<file path="src/hdl/mpvs_pkg.sv">
package mpvs_pkg;

	localparam int SLOTS      = 16;
	localparam int SLOT_W     = $clog2(SLOTS);
	localparam int IN_SLOT_W  = 4;
	localparam int HEAP_W     = 48;
	localparam int AGE_W      = 32;
	localparam int PRIO_W     = 8;
	localparam int PCT_W      = 7;
	localparam int BUDGET_W   = 48;
	localparam int USED_W     = HEAP_W + SLOT_W;
	localparam int PROD_W     = USED_W + PCT_W;
	localparam int THR_W      = BUDGET_W + PCT_W;
	localparam int AGE1_W     = AGE_W + 1;
	localparam int PRIO1_W    = PRIO_W + 1;
	localparam int SCORE_W    = HEAP_W + AGE1_W;
	localparam int MUL_STEPS  = AGE1_W;
	localparam int DIV_STEPS  = SCORE_W;
	localparam int STEP_W     = $clog2(SCORE_W);
	localparam int CFG_IDX_W  = 2;
	localparam int CFG_DATA_W = BUDGET_W;
	localparam int TICK_W     = 64;
	localparam int EVCNT_W    = 32;
	localparam int LOW_W      = 32;

	localparam logic [CFG_IDX_W-1:0] REG_SOFT   = 2'd0;
	localparam logic [CFG_IDX_W-1:0] REG_HARD   = 2'd1;
	localparam logic [CFG_IDX_W-1:0] REG_BUDGET = 2'd2;

	localparam logic KIND_SNAP = 1'b0;
	localparam logic KIND_TICK = 1'b1;

	localparam logic [1:0] LVL_NONE = 2'd0;
	localparam logic [1:0] LVL_SOFT = 2'd1;
	localparam logic [1:0] LVL_HARD = 2'd2;

	localparam logic [PCT_W-1:0]    SOFT_RESET     = 7'd80;
	localparam logic [PCT_W-1:0]    HARD_RESET     = 7'd95;
	localparam logic [PCT_W-1:0]    SOFT_MAX       = 7'd99;
	localparam logic [PCT_W-1:0]    PCT_SCALE      = 7'd100;
	localparam logic [BUDGET_W-1:0] DEFAULT_BUDGET = 48'd206158430208;
	localparam logic [TICK_W-1:0]   COOLDOWN       = 64'd100;

	typedef struct packed {
		logic [HEAP_W-1:0] heap;
		logic [AGE_W-1:0]  age;
		logic [PRIO_W-1:0] prio;
		logic              pinned;
	} slot_entry_t;

	typedef struct packed {
		logic              start;
		logic [HEAP_W-1:0] heap;
		logic [AGE_W-1:0]  age;
		logic [PRIO_W-1:0] prio;
	} unit_req_t;

	typedef struct packed {
		logic               done;
		logic [SCORE_W-1:0] score;
	} unit_rsp_t;

	typedef enum logic [3:0] {
		S_IDLE,
		S_SNAP_RD,
		S_SNAP_WR,
		S_TICK_MUL,
		S_TICK_LVL,
		S_SCAN_RD,
		S_SCAN_CHK,
		S_SCAN_CALC,
		S_DONE
	} seq_state_t;

	typedef enum logic [1:0] {
		U_IDLE,
		U_MUL,
		U_DIV
	} unit_state_t;

	function automatic logic [SLOT_W-1:0] to_slot(input logic [IN_SLOT_W-1:0] s);
		return SLOT_W'(s);
	endfunction

	function automatic logic slot_in_range(input logic [IN_SLOT_W-1:0] s);
		return 32'(s) < SLOTS;
	endfunction

endpackage

</file>
<file path="src/hdl/mpvs_slot_mem.sv">
module mpvs_slot_mem import mpvs_pkg::*; (
	input  logic              clk,
	input  logic              arst_n,
	input  logic              we,
	input  logic [SLOT_W-1:0] wr_addr,
	input  slot_entry_t       wr_data,
	input  logic [SLOT_W-1:0] rd_addr,
	output slot_entry_t       rd_data
);

	slot_entry_t mem_q [SLOTS];
	logic [SLOTS-1:0] valid_q;
	slot_entry_t rd_data_q;
	logic rd_valid_q;

	always_ff @(posedge clk or negedge arst_n) begin
		if (!arst_n) begin
			valid_q    <= '0;
			rd_valid_q <= 1'b0;
		end else begin
			if (we) valid_q[wr_addr] <= 1'b1;
			rd_valid_q <= valid_q[rd_addr];
		end
	end

	always_ff @(posedge clk) begin
		if (we) mem_q[wr_addr] <= wr_data;
		rd_data_q <= mem_q[rd_addr];
	end

	// never-written entries read as zero
	assign rd_data = rd_valid_q ? rd_data_q : '0;

endmodule

</file>
<file path="config.mk">
export PLATFORM = sky130hd
export DESIGN_NAME = mpvs_slot_mem
export DESIGN_NICKNAME = d
export VERILOG_FILES = /design/src/hdl/mpvs_pkg.sv /design/src/hdl/mpvs_slot_mem.sv
export SDC_FILE = /design/constraint.sdc
export NUM_CORES = 1
export LEC_CHECK = 0
export ABC_AREA = 1
export CORE_MARGIN = 2
export CORE_UTILIZATION = 30
export DETAILED_ROUTE_END_ITERATION = 12
export DONT_BUFFER_PORTS = 1
export GPL_ROUTABILITY_DRIVEN = 0
export MAX_ROUTING_LAYER = met4
export PLACE_DENSITY = 0.52
export SYNTH_ARGS = -nofsm -noshare
export SYNTH_HDL_FRONTEND = slang
export SYNTH_SLANG_ARGS = --single-unit
</file>
<file path="constraint.sdc">
create_clock -name clk -period 1.5 [get_ports clk]
set_clock_uncertainty 0.1 [all_clocks]
set_input_delay 0.15 -clock clk [delete_from_list [all_inputs] [get_ports clk]]
set_output_delay 0.15 -clock clk [all_outputs]
set_load 0.05 [all_outputs]
</file>
-- Word level (Yosys, flattened, before mapping)
Memories as Yosys holds them, arrays and structs flattened. A register that Yosys moved wholly into a read port is not among the register bits.
Cells that the tools add are included.
- bits in registers: 17
- bits in writable memories: 1424
- input port bits: 100
- word-level logic and storage cells: 15
- memories: 1
- memories (memory ; words ; width ; read ports ; clocked after memory_dff ; wr ports ; RTL line ; source):
    mem_q ; 16 ; 89 ; 1 ; 1 ; 1 ; mpvs_slot_mem.sv:11 ; slot_entry_t mem_q [SLOTS];
- order comparisons: 3
- muxes and demuxes: 7
- bitwise logic cells: 1
- reduce and logical (&&, ||, !) cells: 1
- operator list (operator ; count):
    $mux 89 ; 1
    $or 16x16->16 ; 1
    $lt 4x5->1 const B ; 2
    $bmux 1 s4 ; 1
    $demux 1 s4 ; 1
    $ge 4x1->1 const B ; 1
    $mux 1 ; 4
    $logic_and 1x1->1 ; 1

-- Logic depth before layout (Yosys ltp)
- depth in word-level cells: 5
- depth in mapped cells: 10
- depth with buffers taken out: 7

-- Worst setup path after synthesis
Ideal clock, no wire load.
- path kind: in2reg
- start: in wr_addr[2]
- end: mem mem_q[10][0] in the netlist's numbering, enable pin
- setup time: 0.538 ns
- data arrival time: 4.115 ns
- slack: -3.253 ns
- cell stages on the path: 3
- cells stage by stage: inv_1 > nand3_1 > nor2_1
- RTL lines (what ; RTL line ; source):
    from (decl) ; mpvs_slot_mem.sv:5 ; input logic [SLOT_W-1:0] wr_addr,
    to (decl) ; mpvs_slot_mem.sv:11 ;
Straight into the memory's write port.

==> out/metrics.cfg <==
[hold_path]
min-delay-path-class=in2reg

[status]
failed_checks=hold timing, slew limit, setup timing
status=complete, but fails checks

[final_layout]
fillers=20640
postLayoutCellArea_mm2=0.07890
drive_above_1_share=0.1118
post-route-util=0.3720
nets=6527
areaGrowthSynthToFinish_pct=23.18

[grt]
antenna_found_initial=26
track_usage=0.1671
grt_max_degree=722
grt_pass1_wl_um=267800
grt_overflow=0
grt_pass1_vias=41290

[worst_setup_path]
crit_path_start_kind=primary input
worstPathRequired_ns=2.08
cp_max_fo=721
r2r_setup_slack_ns=0.25
crit_arrival_ns=3.70
path_class=in2reg
crit_path_end_kind=flop

[clock_network]
cts-buffers-inserted=166
clk_latency_ns=0.82
root_buffer=clkbuf_16
tritoncts=built
clock_path_buffers=3
htreeDepth=4
path_clk_slew_ns=0.06
numClockSinks=1530

[floorplan]
dieArea_mm2=0.2172
core.rowCount=169
core_mm2=0.2121
dieHeight_um=466.1
start_util=0.3020
die_w_um=466.1
ios=189

[synthesis]
yosysWarnings=0
ys_seq_area_frac=0.7021
synth.distinct_cells=16
synth.top_cell.area_share=0.6676
synth-seq-cells=1530
syn_avg_cell_area_um2=10.47
synth_nets=6215
syn_area_mm2=0.06405
yosysTopAreaCell=edfxtp_1
ys_top_cells_by_area=edfxtp_1, nand2_1, nand3_1
synthCells=6115

[pwr]
p_leak_nw=33.37
peakVddDrop_v=0.0009436
p_total_mw=97.99
power_density_mw_per_mm2=1242

[sta]
fin_setup_tns_ns=-364.53
setup_violations=535
worst_pin_slew_ns=3.763
finalMaxSlewViolations=378
max_freq_mhz=320.1
layout_min_cycle_time_ns=3.124
rsz0062_at_grt=yes
fin_ws_ns=-1.624
finalHoldViolations=91
hold_ws_ns=-0.5852
fin_crit_sh=2.082
max_slew_margin=-1.509

[routing]
wl_per_cell_um=18.82
route.vias.total=41990
drt-total-wl_um=177200
firstDrtPassIters=7
drtAntennaViolNets=0
post-route-drc-count=0
drt-initial-drc-count=3439
vias_per_cell=4.461

[place]
post-dp-hpwl_um=97530
placed_cell_area_mm2=0.07177
port-buffer-count=0

[run]
maxCapViolations=0

## through the flow
stage,setup WS (ns),instances,hold slack (ns)
after floorplan,-0.7505,6115,-0.2456
after detailed placement,-0.2803,8973,-0.2446
after global placement,-0.2962,8973,-0.2446
after CTS,-0.8841,9386,-0.6738
after global routing,-0.8885,9406,-0.6185
final,-1.624,9412,-0.5852
## path summary, 6_finish.rpt
| check | from | to | cells after the start |
|---|---|---|---|
| setup / recovery | rd_addr[0] | rd_data_q[81]$_DFF_P_ | 9 |
| hold / removal | rd_addr[3] | rd_data_q[41]$_DFF_P_ | 2 |
| setup reg to reg | mem_q[15][17]$_DFFE_PP_ | rd_data_q[17]$_DFF_P_ | 6 |
| hold reg to reg | valid_q[7]$_DFFE_PN0P_ | valid_q[7]$_DFFE_PN0P_ | 2 |
| max in group asynchronous | arst_n | rd_valid_q$_DFF_PN0_ | 2 |
| min in group asynchronous | arst_n | valid_q[10]$_DFFE_PN0P_ | 2 |
## flip-flops by register name (all words and copies together), names as in the netlist
| signal | count |
|---|---|
| rd_data_q | 89 |
| valid_q | 16 |
| mem_q | 1424 |
| rd_valid_q | 1 |
## cell usage after synthesis, drive strengths merged
cell type	number
clkbuf	43
dfxtp	89
nand3	1084
buf	263
nand2	1981
o21ai	16
edfxtp	1424
inv	1180
nor2	18
dfrtp	17
## timing repair
action / in CTS / in global routing
cloned: 2 / 1
pin swaps: 0 / 2
hold buffers: 99 / 5
endpoints found under the setup margin: 89 / 1145
gates resized for setup: 48 / 103
buffers inserted: 3 / 1
endpoints found under the hold margin: 2956 / 245
## placed cells by master (no fill, tap or decap), types with 5 or more instances in the layout
cell type         n
clkinv_2         29
nand2_2          36
nand2_4          29
dlygate4sd3_1    99
o21ai_0          16
nand3_1        1082
diode_2          23
clkinv_1         19
bufinv_16        19
clkbuf_1         45
inv_1          1126
nor2_4           18
inv_6             6
clkbuf_16       171
buf_12          238
dfxtp_1          89
buf_4           103
dfrtp_1          16
edfxtp_1       1424
nand2_1        1916
inv_2            44
clkbuf_8         11
inv_16            5
## layer usage
metal | GRT usage | up-vias | share of wire
li1 | - | 20310 | -
met1 | 0.2168 | 20370 | 0.45
met2 | 0.2746 | 1065 | 0.48
met3 | 0.02607 | 245 | 0.050
met4 | 0.03852 | 0 | 0.022
met5 | - | - | 0
## cell families after synthesis
kind of cell	count (synthesis)	share of synthesized area
flip-flops	1530	0.7021
buffers and inverters	1486	0.09482
AND/OR/NAND/NOR	3083	0.2019
AO/OA/AOI/OAI	16	0.001250
## where the power goes
group | total [mW] | internal [mW] | switching (mW)
registers | 48.2 | 47.7 | 0.478
logic | 7.88 | 3.15 | 4.73
clock network | 41.9 | 24.8 | 17.1
## critical path, stage by stage
cell	delay [ns]
clkinv_16	0.76
buf_12	0.22
buf_12	0.17
buf_4	0.16
nand2_1	0.05
nand3_1	0.06
nand3_1	0.12
nand3_1	0.13
nand2_1	0.08
## cell type report
type / count / area [um^2] / share of cell area
Multi-Input combinational cell: 3099 / 13480 / 0.1708
Clock inverter: 83 / 1041 / 0.01319
Sequential cell: 1530 / 44970 / 0.5700
Tap cell: 2821 / 3530 / 0.04474
Timing Repair Buffer: 450 / 6734 / 0.08535
Inverter: 1180 / 4512 / 0.05719
Clock buffer: 226 / 4574 / 0.05798
Antenna cell: 23 / 57.56 / 0.0007295
Note: power is estimated with default switching activity, not from simulation.
