### src/hdl/mpvs_pkg.sv
package mpvs_pkg;

	localparam int SLOTS      = 16;
	localparam int SLOT_W     = $clog2(SLOTS);
	localparam int IN_SLOT_W  = 4;
	localparam int HEAP_W     = 48;
	localparam int AGE_W      = 32;
	localparam int PRIO_W     = 8;
	localparam int PCT_W      = 7;
	localparam int BUDGET_W   = 48;
	localparam int USED_W     = HEAP_W + SLOT_W;
	localparam int PROD_W     = USED_W + PCT_W;
	localparam int THR_W      = BUDGET_W + PCT_W;
	localparam int AGE1_W     = AGE_W + 1;
	localparam int PRIO1_W    = PRIO_W + 1;
	localparam int SCORE_W    = HEAP_W + AGE1_W;
	localparam int MUL_STEPS  = AGE1_W;
	localparam int DIV_STEPS  = SCORE_W;
	localparam int STEP_W     = $clog2(SCORE_W);
	localparam int CFG_IDX_W  = 2;
	localparam int CFG_DATA_W = BUDGET_W;
	localparam int TICK_W     = 64;
	localparam int EVCNT_W    = 32;
	localparam int LOW_W      = 32;

	localparam logic [CFG_IDX_W-1:0] REG_SOFT   = 2'd0;
	localparam logic [CFG_IDX_W-1:0] REG_HARD   = 2'd1;
	localparam logic [CFG_IDX_W-1:0] REG_BUDGET = 2'd2;

	localparam logic KIND_SNAP = 1'b0;
	localparam logic KIND_TICK = 1'b1;

	localparam logic [1:0] LVL_NONE = 2'd0;
	localparam logic [1:0] LVL_SOFT = 2'd1;
	localparam logic [1:0] LVL_HARD = 2'd2;

	localparam logic [PCT_W-1:0]    SOFT_RESET     = 7'd80;
	localparam logic [PCT_W-1:0]    HARD_RESET     = 7'd95;
	localparam logic [PCT_W-1:0]    SOFT_MAX       = 7'd99;
	localparam logic [PCT_W-1:0]    PCT_SCALE      = 7'd100;
	localparam logic [BUDGET_W-1:0] DEFAULT_BUDGET = 48'd206158430208;
	localparam logic [TICK_W-1:0]   COOLDOWN       = 64'd100;

	typedef struct packed {
		logic [HEAP_W-1:0] heap;
		logic [AGE_W-1:0]  age;
		logic [PRIO_W-1:0] prio;
		logic              pinned;
	} slot_entry_t;

	typedef struct packed {
		logic              start;
		logic [HEAP_W-1:0] heap;
		logic [AGE_W-1:0]  age;
		logic [PRIO_W-1:0] prio;
	} unit_req_t;

	typedef struct packed {
		logic               done;
		logic [SCORE_W-1:0] score;
	} unit_rsp_t;

	typedef enum logic [3:0] {
		S_IDLE,
		S_SNAP_RD,
		S_SNAP_WR,
		S_TICK_MUL,
		S_TICK_LVL,
		S_SCAN_RD,
		S_SCAN_CHK,
		S_SCAN_CALC,
		S_DONE
	} seq_state_t;

	typedef enum logic [1:0] {
		U_IDLE,
		U_MUL,
		U_DIV
	} unit_state_t;

	function automatic logic [SLOT_W-1:0] to_slot(input logic [IN_SLOT_W-1:0] s);
		return SLOT_W'(s);
	endfunction

	function automatic logic slot_in_range(input logic [IN_SLOT_W-1:0] s);
		return 32'(s) < SLOTS;
	endfunction

endpackage

### src/hdl/mpvs_score_unit.sv
module mpvs_score_unit import mpvs_pkg::*; (
	input  logic      clk,
	input  logic      arst_n,
	input  unit_req_t req,
	output unit_rsp_t rsp
);

	unit_state_t state_q, state_d;
	logic [SCORE_W-1:0] acc_q;
	logic [SCORE_W-1:0] mcand_q;
	logic [AGE1_W-1:0]  mplr_q;
	logic [PRIO1_W-1:0] div_q;
	logic [PRIO_W-1:0]  rem_q;
	logic [STEP_W-1:0]  cnt_q;
	logic               done_q;
	logic mul_en, div_en, mul_last, div_last;
	logic [PRIO1_W-1:0] trial;
	logic               ge;

	assign mul_last = cnt_q == STEP_W'(MUL_STEPS - 1);
	assign div_last = cnt_q == STEP_W'(DIV_STEPS - 1);
	assign trial    = {rem_q, acc_q[SCORE_W-1]};
	assign ge       = trial >= div_q;

	always_comb begin
		state_d = state_q;
		unique case (state_q)
			U_IDLE: if (req.start) state_d = U_MUL;
			U_MUL:  if (mul_last) state_d = U_DIV;
			U_DIV:  if (div_last) state_d = U_IDLE;
			default: state_d = U_IDLE;
		endcase
	end

	always_comb begin
		mul_en = 1'b0;
		div_en = 1'b0;
		unique case (state_q)
			U_IDLE: ;
			U_MUL:  mul_en = 1'b1;
			U_DIV:  div_en = 1'b1;
			default: ;
		endcase
	end

	always_ff @(posedge clk or negedge arst_n) begin
		if (!arst_n) begin
			state_q <= U_IDLE;
			done_q  <= 1'b0;
		end else begin
			state_q <= state_d;
			done_q  <= div_en && div_last;
		end
	end

	// shift-add multiply one multiplier bit a cycle, then restoring divide
	// one quotient bit a cycle; the quotient shifts into acc from the bottom
	always_ff @(posedge clk) begin
		if (req.start && state_q == U_IDLE) begin
			acc_q   <= '0;
			mcand_q <= SCORE_W'(req.heap);
			mplr_q  <= AGE1_W'(req.age) + AGE1_W'(1);
			div_q   <= PRIO1_W'(req.prio) + PRIO1_W'(1);
			rem_q   <= '0;
			cnt_q   <= '0;
		end else if (mul_en) begin
			if (mplr_q[0]) acc_q <= acc_q + mcand_q;
			mcand_q <= mcand_q << 1;
			mplr_q  <= mplr_q >> 1;
			cnt_q   <= mul_last ? '0 : cnt_q + STEP_W'(1);
		end else if (div_en) begin
			rem_q <= ge ? PRIO_W'(trial - div_q) : trial[PRIO_W-1:0];
			acc_q <= {acc_q[SCORE_W-2:0], ge};
			cnt_q <= cnt_q + STEP_W'(1);
		end
	end

	assign rsp.done  = done_q;
	assign rsp.score = acc_q;

endmodule

### config.mk
export PLATFORM = sky130hd
export DESIGN_NAME = mpvs_score_unit
export DESIGN_NICKNAME = d
export VERILOG_FILES = /design/src/hdl/mpvs_pkg.sv /design/src/hdl/mpvs_score_unit.sv
export SDC_FILE = /design/constraint.sdc
export NUM_CORES = 1
export LEC_CHECK = 0
export BUFFER_PORTS_ARGS = -buffer_cell sky130_fd_sc_hd__buf_2
export CORE_MARGIN = 2
export CORE_UTILIZATION = 54
export DETAILED_ROUTE_END_ITERATION = 7
export PLACE_DENSITY = 0.74
export SLEW_MARGIN = 30
export SYNTH_ARGS = -nofsm -noshare
export SYNTH_HDL_FRONTEND = slang
export SYNTH_SLANG_ARGS = --single-unit
export TNS_END_PERCENT = 50
### constraint.sdc
create_clock -name clk -period 3.8 [get_ports clk]
set_input_delay 1.14 -clock clk [delete_from_list [all_inputs] [get_ports clk]]
set_output_delay 1.14 -clock clk [all_outputs]
set_load 0.05 [all_outputs]
# Word level (Yosys, flattened, before mapping)
# Cells that the tools add are included.
[word_totals]
regBits = 222
inputBits = 91
output_inout_bits = 82
elab_cells = 49
[classes]
n_addsub = 5
n_lt_le_gt_ge = 1
eq_ne = 8
mux = 17
n_bitwise = 1
reduce_logical = 8
[op_table]
columns = ["cell", "n"]
rows = [
  ["two-way mux 81 bit", 3],
  ["two-way mux 48 bit", 2],
  ["adder 81 bit", 1],
  ["two-way mux 33 bit", 2],
  ["adder 32 x 1 -> 33 bit, second input constant", 1],
  ["two-way mux 7 bit", 3],
  ["adder 8 x 1 -> 9 bit, second input constant", 1],
  [">= comparator 9 bit", 1],
  ["two-way mux 8 bit", 1],
  ["inequality test 2 bit, second input constant", 4],
  ["subtractor 8 bit", 1],
  ["adder 7 x 1 -> 7 bit, second input constant", 1],
  ["== test 7 x 6 -> 1 bit, second input constant", 1],
  ["== test 7 bit, second input constant", 1],
  ["two-way mux 2 bit", 3],
  ["one-hot mux 2 bit (3 select lines)", 1],
  ["AND reduction 2 bit", 2],
  ["nonzero test 2 bit", 2],
  ["AND reduction 3 bit", 1],
  ["== test 2 x 1 -> 1 bit, second input constant", 1],
  ["== test 2 bit, second input constant", 1],
  ["logical AND 1 bit", 2],
  ["logical NOT 2 bit", 1],
  ["two-way mux 1 bit", 2],
  ["inverter 1 bit", 1],
]

# Logic depth before layout (Yosys ltp)
# Gate-level depths: netlist (run 1).
[depth]
ltp_word = 4
depth_mapped = 12
mapped_depth_nobuf = 12

# Worst setup path after synthesis (run 1)
# OpenSTA, ideal clock, no wires.
[synth_path]
kind = "register -> register"
startpoint = "reg state_q[1]"
endpoint = "reg mcand_q[0], enable pin"
setup_ns = 0.453
t_arrival_ns = 3.649
required_time_ns = 3.347
slack_ns = -0.302
path_stages_with_launch = 8
path_buffers = 4
cell_sequence = "dfrtp_1 inv_1 ha_1 clkbuf_1 clkbuf_1 clkbuf_1 clkbuf_1 nand2b_1"
[synth_via]
elab_chain_len = 3
[synth_rtl]
columns = ["element", "line", "source"]
rows = [
  ["start, declared", "mpvs_score_unit.sv:8", "unit_state_t state_q, state_d;"],
  ["start signal, assigned", "mpvs_score_unit.sv:51", "state_q <= state_d;"],
  ["== test 2 x 1 -> 1 bit / logical NOT 2 bit (equally long branches)", "mpvs_score_unit.sv:38, mpvs_score_unit.sv:59", ""],
  ["two-way mux 1 bit / logical AND 1 bit (equally long branches)", "mpvs_score_unit.sv:38, mpvs_score_unit.sv:59", ""],
  ["nonzero test 2 bit (no line) (*)", "--", ""],
  ["end signal, assigned", "mpvs_score_unit.sv:61", "mcand_q <= SCORE_W'(req.heap);"],
  ["end signal, assigned", "mpvs_score_unit.sv:68", "mcand_q <= mcand_q << 1;"],
  ["end, declared", "mpvs_score_unit.sv:10", "logic [SCORE_W-1:0] mcand_q;"],
]
# Mark *: on every way between the ends. The rest lies on a longest branch, timed or not.
# A chain may end at the register's enable or synchronous reset.

# Worst setup path after layout (run 1)
[layout_path]
startpoint = "reg mcand_q[4]"
endpoint = "reg acc_q[75]"
[layout_via]
elab_chain_len = 3
[layout_rtl]
columns = ["element", "line", "source"]
rows = [
  ["adder 81 bit", "mpvs_score_unit.sv:67", "if (mplr_q[0]) acc_q <= acc_q + mcand_q;"],
  ["two-way mux 81 bit", "mpvs_score_unit.sv:67", ""],
  ["two-way mux 81 bit", "mpvs_score_unit.sv:66", "end else if (mul_en) begin"],
  ["end signal, assigned", "mpvs_score_unit.sv:67", ""],
  ["end signal, assigned", "mpvs_score_unit.sv:73", "acc_q <= {acc_q[SCORE_W-2:0], ge};"],
  ["end, declared", "mpvs_score_unit.sv:9", "logic [SCORE_W-1:0] acc_q;"],
]
# No other way between the ends. The select of a mux whose other input is x is not followed.

==> flow_summary_export.csv, run 1 <==
group,metric,value,unit
setup_path,crit_arrival,4.09,ns
setup_path,crit_fanout,8,
clock_network,clk_path_buf_depth,3,
detailed_routing,drt-wirelength-per-cell,18.4,um
final_layout,seq_area,5360,sq um
floorplanning,start_util,54.9,%
synth,avgSynthCellArea,8.13,sq um
synth,yosys_warnings,0,
clock_network,root_buffer,"clkbuf_16",
flow_run,cap_violations,0,
pwr,power,16200,uW
floorplanning,fp.dieW,172,um
floorplanning,ios,173,
synth,synthesis.nets,2071,
clock_network,clkLatencyLatePin,0.56,ns
synth,syn_area,15300,sq um
floorplanning,die_h,172,um
timing,timing.fmax,0.275,GHz
timing,finalCritPeriodShare,95.6,%
clock_network,cts_tree,"yes",
placement,io_buffers,172,
final_layout,drive_above_1_share,13.8,%
pwr,irDropWorstVdd,0.396,mV
timing,worstMarginPinSlew,0.708,ns
synth,synth-seq-cells,222,
setup_path,worstPathRequired,4.26,ns
detailed_routing,finalWirelength,44000,um
clock_network,numClockSinks,222,
synth,synth-edff-count,90,
timing,slew_headroom,52.7,%
detailed_routing,remaining_drc_errors,0,
floorplanning,core,27900,sq um
synth,yosysUniqueCellTypes,71,
synth,synth_ff_type,"dfxtp_1",
final_layout,multi_input_area,9350,sq um
timing,finalSetupViolations,0,
clock_network,clkTransAtPathRegs,0.06,ns
global_routing,overflow,0,
global_routing,first_global_vias,13702,
timing,clock_skew,0.0142,ns
timing,rsz0062_at_grt,"no",
pwr,power.density,929,nW/um^2
clock_network,numCtsBuffers,26,
clock_network,ctsHtreeMaxLevel,1,
placement,place_congestion,0.959,
timing,worst_hold_slack,0.368,ns
final_layout,synthToLayoutAreaGrowth,14.0,%
global_routing,grtUsageTotal,29.3,%
setup_path,critPathLaunchType,"flip-flop",
global_routing,grt_antenna_before_repair,3,
detailed_routing,drt_iter0_markers,1117,
setup_path,worst_setup_path_end_kind,"flip-flop",
status,status,"finished clean",
synth,synthCells,1881,
timing,period_needed,3.63,ns
synth,synth_seq_area_share,35.1,%
final_layout,fillCellCount,2541,
global_routing,grt_start_max_net_pins,125,
timing,fin_tns_setup,0,ns
timing,drv_slew,0,
synth,synthArstFlopShare,1.35,%
setup_path,path_class,"flip-flop to flip-flop",
floorplanning,fp-row-count,61,
detailed_routing,antenna_left,0,
detailed_routing,vias_per_cell,6.03,
detailed_routing,drt-pass1-iter-count,8,
floorplanning,die_area,29700,sq um
final_layout,fin_nets,2190,
pwr,p_leak,0.00759,uW
timing,hold_viol,0,
worst_hold_path,worstHoldPathType,"primary input to asynchronous set/reset pin",
global_routing,grt_pass1_wl,70000,um
detailed_routing,vias,14458,
placement,hpwlAfterDp,32000,um
-- layout by cell type, fill, tap and decap left out, drive strengths merged, types with 25 or more instances in the layout --
master	n
nand2	330
buf	202
a21oi	175
nor2	150
o21ai	130
dfxtp	129
ha	97
edfxtp	90
xor2	59
mux2i	55
inv	54
a21o	51
xnor2	48
nand4	42
nand3	39
a22oi	36
clkbuf	30
o21bai	25
-- timing repair --
item                                    in CTS  in global routing
resized for setup                            0                  3
hold buffers                                 0                  0
endpoints found under the setup margin       0                  5
buffers inserted                             0                  2
-- kinds of logic after synthesis --
| family | Yosys count | synth area share [%] |
|---|---|---|
| multiplexers | 65 | 4.34 |
| buffers and inverters | 165 | 4.20 |
| adder cells (fa/ha/maj) | 99 | 8.20 |
| flip-flops | 222 | 35.1 |
| AO/OA/AOI/OAI | 560 | 22.9 |
| XOR/XNOR | 107 | 6.13 |
| AND/OR/NAND/NOR | 663 | 19.2 |
-- through the flow --
step	utilization (%)	cell area, sq um	setup slack, ns	cells
after detailed placement	59.1	16500	0.124	2348
after global routing	62.6	17400	0.00252	2398
after global placement	59.1	16500	0.224	2348
final	62.6	17400	0.165	2399
after CTS	62.4	17400	0.0904	2396
after floorplan	-	15300	0.385	1881
-- flip-flops by register name, indices dropped and copies added (netlist names) --
| register | count |
|---|---|
| rem_q | 8 |
| acc_q | 81 |
| cnt_q | 7 |
| state_q | 2 |
| mcand_q | 81 |
| done_q | 1 |
| mplr_q | 33 |
| div_q | 9 |
-- where the power goes --
| group | internal, uW | leakage [uW] | switching (uW) | total (uW) |
|---|---|---|---|---|
| clock | 1620 | 0.000438 | 1060 | 2680 |
| combinational | 3060 | 0.00518 | 6060 | 9120 |
| sequential | 3680 | 0.00198 | 704 | 4380 |
| total | 8370 | 0.00759 | 7820 | 16200 |
-- routing by layer --
metal / up-vias / GRT usage, % / part of all wire [%]
li1: 7035 / - / -
met1: 6822 / 38.4 / 44
met2: 515 / 49.6 / 47
met3: 84 / 4.83 / 6.6
met4: 2 / 9.02 / 2.7
met5: - / 0 / 0.030
-- synth_stat cells, types with 10 or more instances --
| cell | instances | area share [%] |
|---|---|---|
| nor2_1 | 149 | 3.7 |
| inv_1 | 54 | 1.3 |
| xor2_1 | 59 | 3.4 |
| a21o_1 | 51 | 2.5 |
| o21ai_0 | 122 | 4.0 |
| a21oi_1 | 174 | 5.7 |
| o22ai_1 | 12 | 0.49 |
| o211ai_1 | 13 | 0.64 |
| nand3_1 | 38 | 1.2 |
| edfxtp_1 | 90 | 18 |
| mux2_2 | 10 | 0.74 |
| a31oi_1 | 21 | 0.86 |
| a211oi_1 | 15 | 0.74 |
| o21a_1 | 16 | 0.79 |
| nor3_1 | 20 | 0.65 |
| and3_1 | 22 | 0.90 |
| mux2i_1 | 55 | 3.6 |
| clkbuf_1 | 92 | 2.3 |
| ha_1 | 97 | 7.9 |
| o21bai_1 | 25 | 1.2 |
| a22oi_1 | 36 | 1.8 |
| xnor2_1 | 48 | 2.7 |
| a21boi_0 | 12 | 0.59 |
| dfxtp_1 | 129 | 17 |
| nand4_1 | 42 | 1.7 |
| nand2_1 | 330 | 8.1 |
-- critical path, stage by stage (launching register included) --
cell	delay [ns]
edfxtp_1	0.40
ha_1	0.46
nand3_2	0.12
o211ai_2	0.27
nor2_2	0.12
nor4_4	0.39
o31ai_1	0.16
a211o_1	0.38
a2111o_1	0.51
a2111oi_4	0.38
o21ai_1	0.12
a31o_1	0.21
-- layout make-up --
type / count / share of cell area, %
well taps: 378 / 2.71
repair buffers: 202 / 6.38
clock buffers: 30 / 3.88
inverters: 54 / 1.18
clock inverters: 18 / 1.43
multi-input cells: 1494 / 53.7
flip-flops and latches: 222 / 30.8
diodes: 1 / 0.0144
-- worst paths after layout --
path	startpoint	end	slack, ns	depth (start not counted)
max in group asynchronous	arst_n	state_q[0]$_DFFE_PN0P_	3.33	1
worst min-delay path	arst_n	state_q[1]$_DFFE_PN0P_	0.37	1
worst max register to register	mcand_q[4]$_DFFE_PP_	acc_q[75]$_SDFFE_PP0P_	0.17	11
min in group clk	rem_q[7]$_SDFFE_PP0P_	rem_q[7]$_SDFFE_PP0P_	0.49	2
worst max-delay path	mcand_q[4]$_DFFE_PP_	acc_q[75]$_SDFFE_PP0P_	0.17	11
worst min register to register	rem_q[7]$_SDFFE_PP0P_	rem_q[7]$_SDFFE_PP0P_	0.49	2
(Power assumes the default switching activity.)
==> run 2, diff against run 1 <==
Settings changed: ABC_AREA set to 1, ABC_CLOCK_PERIOD_IN_PS set to 3800, CORE_UTILIZATION 54 to 55, PLACE_DENSITY 0.74 to 0.75.
==> run 2 against run 1 <==
Net effect:
- fmax increased by 22%
- sequential share of layout area is 4.2 points lower
- non-clock buffer count fell by 17
- total power shrank 66%
- utilization grew 0.93 points
- sequential power down 44%
- worst hold slack worse by 0.0073 ns
- critical path type unchanged
==> flow_summary_export.csv, run 2 <==
group,metric,value,unit
status,status,"finished clean",
setup_path,path_class,"flip-flop to flip-flop",
timing,timing.fmax,0.336,GHz
synth,yosys.area.top_type_share,21.6,%
detailed_routing,drt-wirelength-per-cell,15.6,um
final_layout,multi_input_area,10600,sq um
clock_network,cts_tree,"yes",
timing,finalSetupViolations,0,
timing,clock_skew,0.0143,ns
flow_run,cap_violations,0,
setup_path,crit_top_cell,"clkinv_1",
floorplanning,ios,173,
pwr,p_leak,0.0116,uW
synth,synthArstFlopShare,1.35,%
placement,io_buffers,172,
timing,rsz0062_at_grt,"no",
synth,synthesis.nets,3068,
timing,drv_slew,0,
placement,hpwlAfterDp,42400,um
global_routing,grt_antenna_before_repair,2,
floorplanning,core,31800,sq um
placement,place_congestion,0.980,
setup_path,crit_chain,"inv_1 -> ha_1 -> clkinv_1 -> nor2_1 -> a21oi_4 -> buf_8 -> clkinv_1 -> o21ai_0 -> a31oi_1",
pwr,power.density,273,nW/um^2
detailed_routing,antenna_left,0,
synth,synth_most_common_cell,"nand2_1",
final_layout,final_common_cell,"nand2_1",
final_layout,fin_nets,3205,
floorplanning,fp.dieW,184,um
clock_network,root_buffer,"clkbuf_16",
timing,worstMarginPinSlew,0.838,ns
final_layout,postLayoutCoreUtil,63.5,%
timing,hold_viol,0,
floorplanning,fp-row-count,65,
setup_path,worstPathRequired,4.21,ns
clock_network,post-cts-setup-buffer-count,0,
timing,fin_tns_setup,0,ns
global_routing,grt_start_max_net_pins,180,
synth,ys_top_cells_by_area,"nand2_1, edfxtp_1, dfxtp_1, inv_1, nor2_1",
setup_path,worst_setup_path_end_kind,"flip-flop",
synth,synthCells,2878,
detailed_routing,vias_per_cell,5.22,
synth,yosys_warnings,0,
setup_path,critPathLaunchType,"flip-flop",
pwr,irDropWorstVdd,0.359,mV
final_layout,largestRegisters,"acc_q (81), mcand_q (81), mplr_q (33)",
synth,synth-seq-cells,222,
detailed_routing,remaining_drc_errors,0,
global_routing,grtUsageTotal,31.9,%
final_layout,synthToLayoutAreaGrowth,13.0,%
setup_path,cp_slowest_stage_delay,0.69,ns
synth,synth_area_leader_cell,"nand2_1",
detailed_routing,vias,18112,
clock_network,clkTransAtPathRegs,0.06,ns
clock_network,clk_path_buf_depth,3,
floorplanning,die_h,184,um
synth,avgSynthCellArea,6.21,sq um
final_layout,seq_area,5360,sq um
final_layout,mostFrequentLayoutCells,"nand2_1, inv_1, nor2_1, a21oi_1, buf_2",
setup_path,crit_arrival,3.39,ns
floorplanning,start_util,56.2,%
synth,yosysUniqueCellTypes,49,
clock_network,numClockSinks,222,
final_layout,fillCellCount,3011,
setup_path,critPathSlowestCell,"clkinv_1",
setup_path,crit_fanout,26,
clock_network,cts_hold_buf,0,
synth,syn_area,17900,sq um
timing,period_needed,2.98,ns
synth,synth_ff_type,"dfxtp_1",
synth,synth_seq_area_share,30.0,%
clock_network,clkLatencyLatePin,0.58,ns
detailed_routing,drt-pass1-iter-count,6,
clock_network,ctsHtreeMaxLevel,1,
timing,finalCritPeriodShare,78.4,%
detailed_routing,finalWirelength,54200,um
detailed_routing,drt_iter0_markers,1576,
global_routing,first_global_vias,16750,
synth,synthTopCellsByCount,"nand2_1, inv_1, nor2_1, a21oi_1, dfxtp_1",
global_routing,overflow,0,
clock_network,numCtsBuffers,26,
final_layout,drive_above_1_share,12.3,%
floorplanning,die_area,33900,sq um
timing,slew_headroom,43.8,%
clock_network,cts_resized,0,
synth,synth-edff-count,90,
global_routing,grt_pass1_wl,85800,um
worst_hold_path,worstHoldPathType,"primary input to asynchronous set/reset pin",
-- run 2: cell count changes in the layout (fill, tap and decap cells not counted), moves of 31 or more --
cell     change
a21o_1      -50
a22oi_1     -36
inv_1      +341
mux2i_1     -55
nand2_1    +698
nand3_1     +64
nand4_1     -31
nor2_1     +204
nor2_2      +37
-- run 2: final timing paths --
check	startpoint	endpoint	cells after the start	slack, ns
max in group asynchronous	arst_n	state_q[0]$_DFFE_PN0P_	1	3.32
setup / recovery	state_q[0]$_DFFE_PN0P_	acc_q[1]$_SDFFE_PP0P_	9	0.82
hold / removal	arst_n	done_q$_DFF_PN0_	1	0.36
hold reg to reg	rem_q[1]$_SDFFE_PP0P_	rem_q[1]$_SDFFE_PP0P_	2	0.49
min in group clk	rem_q[1]$_SDFFE_PP0P_	rem_q[1]$_SDFFE_PP0P_	2	0.49
setup reg to reg	state_q[0]$_DFFE_PN0P_	acc_q[1]$_SDFFE_PP0P_	9	0.82
-- run 2: worst max-delay path: cells and delay by family (launching register included) --
family / cells / cell delay [ns]
AO/OA/AOI/OAI: 3 / 0.66
adder cells (fa/ha/maj): 1 / 0.25
buffers and inverters: 4 / 1.30
flip-flops: 1 / 0.40
AND/OR/NAND/NOR: 1 / 0.17
-- run 2: metal layers --
metal  wire (um)  global-route usage (%)
met1       25900                    45.7
met2       23000                    50.2
met3        4190                    5.87
met4        1090                    6.34
met5          10                       0
-- run 2: where the power goes --
part | leakage (uW) | switching (uW) | total [uW] | internal, uW
Sequential | 0.00216 | 0 | 2460 | 2460
Clock | 0.000503 | 1090 | 2940 | 1850
Combinational | 0.00898 | 57.0 | 108 | 50.7
-- run 2: logic make-up (layout without fill, tap and decap cells) --
kind of cell               Yosys count  count (layout)  synth area share, %
buffers and inverters              500             657                 10.6
adders and majority gates           99              99                 7.02
xor gates and xnor gates            79              79                 3.87
DFF                                222             222                 30.0
other                                0               1                    0
and+or+nand+nor                   1629            1629                 37.9
AOI/OAI and AO/OA                  349             349                 10.6
-- run 2: metrics by stage --
stage / cells / hold slack [ns] / total power (uW) / instance area [sq um] / setup WS [ns]
2_1_floorplan: 2878 / 0.459 / 2550 / 17900 / 0.635
3_3_place_gp: 3420 / 0.479 / 2620 / 19100 / 0.120
3_5_place_dp: 3422 / 0.484 / 2620 / 19200 / 0.793
4_1_cts: 3470 / 0.343 / 5530 / 20200 / 0.848
5_1_grt: 3471 / 0.350 / 5640 / 20200 / 0.582
6_report: 3471 / 0.360 / 5510 / 20200 / 0.822
-- run 2: cell type report --
class	count	share of cell area, %
multi-input combinational	2156	52.7
inverter	424	7.90
antenna	1	0.0124
sequential	222	26.5
clock buffer	35	3.85
timing repair buffer	185	5.07
tap	435	2.70
clock inverter	13	1.23
